### src/rtl/lbvs_pkg.sv
// Package for the linear blend vertex skinning core.
// Holds the operation codes, sequencer types and fixed datapath widths.
// No dependencies.
package lbvs_pkg;

   localparam int MAX_BONES_DEF    = 64;
   localparam int INFLUENCES_DEF   = 4;
   localparam int ENTRIES_PER_BONE = 12;
   localparam int ADDR_WIDE_W      = 12;
   localparam int COORD_W          = 32;
   localparam int WEIGHT_W         = 16;
   localparam int MUL_W            = 33;
   localparam int PROD_W           = 2 * MUL_W;
   localparam int DOT_W            = PROD_W - 16;
   localparam int ACC_W            = 56;

   typedef enum logic [1:0] {
      OP_LOAD  = 2'd0,
      OP_SLOT  = 2'd1,
      OP_XFORM = 2'd2,
      OP_NONE  = 2'd3
   } opcode_type;

   typedef enum logic [1:0] {
      ST_IDLE,
      ST_ROW,
      ST_FINISH
   } state_type;

   typedef enum logic [2:0] {
      SP_ADDR0,
      SP_MUL0,
      SP_MUL1,
      SP_MUL2,
      SP_ADD3,
      SP_WLO,
      SP_WHI,
      SP_ACC
   } step_type;

endpackage

### src/rtl/lbvs_mul.sv
// Shared signed multiplier with a registered product.
// Depends on lbvs_pkg for the operand width.
module lbvs_mul (
   input  logic                                 clock,
   input  logic signed [lbvs_pkg::MUL_W-1:0]    mul_a,
   input  logic signed [lbvs_pkg::MUL_W-1:0]    mul_b,
   output logic signed [lbvs_pkg::PROD_W-1:0]   product
);

   logic signed [lbvs_pkg::PROD_W-1:0] product_ff;

   always_ff @(posedge clock) begin
      product_ff <= mul_a * mul_b;
   end

   assign product = product_ff;

endmodule

### config.mk
export PLATFORM = sky130hd
export DESIGN_NAME = lbvs_mul
export DESIGN_NICKNAME = d
export VERILOG_FILES = /design/src/rtl/lbvs_pkg.sv /design/src/rtl/lbvs_mul.sv
export SDC_FILE = /design/constraint.sdc
export NUM_CORES = 2
export LEC_CHECK = 0
export BUFFER_PORTS_ARGS = -buffer_cell sky130_fd_sc_hd__clkbuf_2
export CORE_MARGIN = 2
export CORE_UTILIZATION = 30
export CTS_BUF_LIST = sky130_fd_sc_hd__clkbuf_4 sky130_fd_sc_hd__clkbuf_8
export DETAILED_ROUTE_END_ITERATION = 16
export GPL_TIMING_DRIVEN = 0
export HOLD_SLACK_MARGIN = 0.15
export PLACE_DENSITY = 0.55
export SLEW_MARGIN = 15
export SYNTH_ARGS = -nofsm -noshare
export SYNTH_HDL_FRONTEND = slang
export SYNTH_SLANG_ARGS = --single-unit
### constraint.sdc
create_clock -name clock -period 9.8 [get_ports clock]
set_clock_uncertainty 0.15 [all_clocks]
set_input_delay 1.96 -clock clock [delete_from_list [all_inputs] [get_ports clock]]
set_output_delay 1.96 -clock clock [all_outputs]
set_load 0.005 [all_outputs]
==> summary.txt <==
Fraction of layout cells with a size suffix above 1 -> 7.713%
Routed Antenna Nets -> 0
Max_cap viols -> 0
Worst min-delay path class -> primary input to register
CP startpoint kind -> primary input
Final setup fails -> 0
Number of synthesized register bits -> 66
Cells after DPL -> 6251
WS Path Type -> primary input to register
Net count after synthesis -> 5767
Fin cells -> 6289
GRT Resource Usage Total -> 23.21%
Top_reg_cell synth -> dfxtp_1
Avg WL per Cell -> 24.80 µm
Worst Hold Endpoint -> product[0]
Final Max Slew Viols -> 0
Vias per cell -> 4.840
Final Instance Area -> 0.04430 mm²
Post-synth top area cell -> fa_1
Worst Max-Slew Pin Slew -> 1160 ps
Cell Area, Synth -> 0.04073 mm²
Synth top area share -> 56.27%
Max reg flops -> 66
Worst-path clk slew -> 90 ps
Number of buffers created by CTS -> 9
Post-synth ARST share -> 0%
Status -> finished, final reports clean
Via count -> 30440
Worst hold start -> mul_a[0]
DR iter-0 viols -> 2690
Period utilisation layout -> 99.68%
Initial antenna violation count -> 42
Headroom to the max-slew limit -> 22.64%
Ys Warns -> 0
Final WS setup -> 31.27 ps
Initial Util -> 30.14%
Nets -> 5924
Layout area overhead -> 8.745%
Gp weighted congestion -> 1.023
Die H -> 372.5 µm
Tmin final -> 9769 ps
H-tree lvl count -> 3
Placement Cell Area -> 0.04363 mm²
Port Buffers -> 132
Final HPWL DP -> 133400 µm
CTS Sinks -> 66
CP required -> 10030 ps
Fmax -> 0.1024 GHz
Setup TNS -> 0 ps
Vias in the first global route -> 32420
Avg Inst Size Synth -> 9.390 µm²
Final hold vios -> 0
Clock Tree Buf Depth -> 2
CP Capture Type -> register
Core ar. -> 0.1351 mm²
Synth top area cells -> fa_1 (56%), inv_1 (10%), and2_1 (8.6%)
Post-synth EDFFs -> 0
First-pass GRT wire length -> 228000 µm
Total grt overflow -> 0
Final wirelength -> 156000 µm
# IOs -> 133
Rows -> 135
Pre-CTS WS -> -2063 ps
Drt first pass iters -> 7
Worst hold path depth -> 2
TritonCTS clock tree -> done
# DRC -> 0
Die Wd -> 372.5 µm
RSZ-0062 raised after global routing -> true
Crit path DAT -> 10000 ps
Post-Synthesis Cells -> 4338
Hold Buf Count CTS -> 0
Pin count of the biggest net entering global routing -> 27
Number of distinct library cells after synthesis -> 80
Die Area -> 0.1387 mm²
Seq/Total Area, Yosys -> 3.244%
Clock root buffer -> clkbuf_8
Crit Path Max Fanout -> 10
==> worst max path at each step <==
stage	end	cells past startpoint	start	slack [ps]
after CTS	product[64]	24	mul_b[3]	0.2
after detailed placement	product[58]	24	mul_b[0]	-2060
after floorplan	product[62]	23	mul_a[32]	450
after global routing	product[64]	26	mul_a[28]	-60
after global placement	product[64]	22	mul_b[0]	-2520
final	product[58]	26	mul_a[15]	30
==> synth_stat cells (6+ instances only) <==
master	count
fa_1	1145
inv_1	1131
and2_1	562
nand2_1	551
ha_1	217
clkbuf_1	208
nor2_1	68
dfxtp_1	66
a21oi_1	57
xnor2_1	43
a21o_1	36
nand3_1	25
o21ai_0	25
xor2_1	25
nand2b_1	12
buf_2	11
nand4_1	11
o21bai_1	11
a31oi_1	8
a211oi_1	7
nor3_1	7
a211o_1	6
o21a_1	6
o21ai_1	6
==> final cells by class <==
class	count	area [µm²]
fillers	14230	90830
diodes	9	22.52
plain buffers	219	1039
inverters	1131	4253
repair buffers	148	830.8
clock buffers	13	172.7
flip-flops and latches	66	1321
multi-input cells	2920	34390
clock inverters	2	35.03
well taps	1781	2228
==> cells by family (layout without fill, tap and decap cells) <==
| family | Yosys count | count (layout) | share of synthesized area, % |
|---|---|---|---|
| flip-flops | 66 | 66 | 3.244 |
| XOR/XNOR | 68 | 68 | 1.462 |
| AND/OR/NAND/NOR | 1271 | 1271 | 15.78 |
| adder cells (fa/ha/maj) | 1362 | 1362 | 62.94 |
| other | 0 | 9 | 0 |
| AO/OA/AOI/OAI | 219 | 219 | 4.067 |
| buffers and inverters | 1352 | 1513 | 12.51 |
==> per-layer routing <==
layer / global-route usage [%] / up-vias / part of all wire (%)
met5: 0 / - / 0.24
met4: 9.407 / 34 / 5.0
met3: 5.062 / 341 / 10
met2: 36.11 / 1378 / 45
met1: 31.33 / 16020 / 40
li1: - / 12670 / -
==> layout by cell type (no fill, tap or decap), types with 6 or more instances in the layout <==
| cell | count |
|---|---|
| nor3_1 | 6 |
| clkbuf_8 | 12 |
| nand2_1 | 548 |
| buf_4 | 14 |
| a31oi_1 | 8 |
| xnor2_1 | 43 |
| o21ai_0 | 25 |
| clkbuf_1 | 89 |
| nand3_1 | 24 |
| o21a_1 | 6 |
| and2_1 | 562 |
| clkbuf_4 | 11 |
| buf_2 | 19 |
| xor2_1 | 25 |
| ha_1 | 216 |
| a21o_1 | 36 |
| a211o_1 | 6 |
| a21oi_1 | 55 |
| dfxtp_1 | 66 |
| nor2_1 | 66 |
| nand2b_1 | 11 |
| clkbuf_2 | 227 |
| nand4_1 | 11 |
| a211oi_1 | 7 |
| o21ai_1 | 6 |
| inv_1 | 1129 |
| o21bai_1 | 10 |
| diode_2 | 9 |
| fa_1 | 1142 |
==> critical path, stage by stage <==
cell	delay (ps)
clkbuf_2	220
clkbuf_1	790
and2_1	250
fa_1	440
fa_1	490
fa_1	510
inv_1	50
fa_1	510
fa_1	540
inv_1	60
fa_1	490
fa_1	500
inv_1	50
fa_1	630
inv_1	80
ha_1	280
buf_6	150
a211o_1	250
a21o_1	180
a311o_1	350
a31o_1	270
a211oi_4	250
buf_12	190
a21oi_2	100
nor4b_2	310
a311oi_1	80
==> per-stage QoR <==
step	util, %	hold slack (ps)
CTS	32.60	1735
detailed placement	32.29	2183
global route	32.77	1793
finish	32.78	1799
global placement	32.28	2183
floorplan	-	1937
==> timing repair <==
item                       in CTS  in global routing
setup endpoints to repair      26                 21
pin swaps                       5                  4
gates resized for setup        80                174
setup buffers                   9                  7
Power is left out: the tool's default activity adds up to more than one toggle a clock period on the data nets, which glitch-free logic cannot reach.
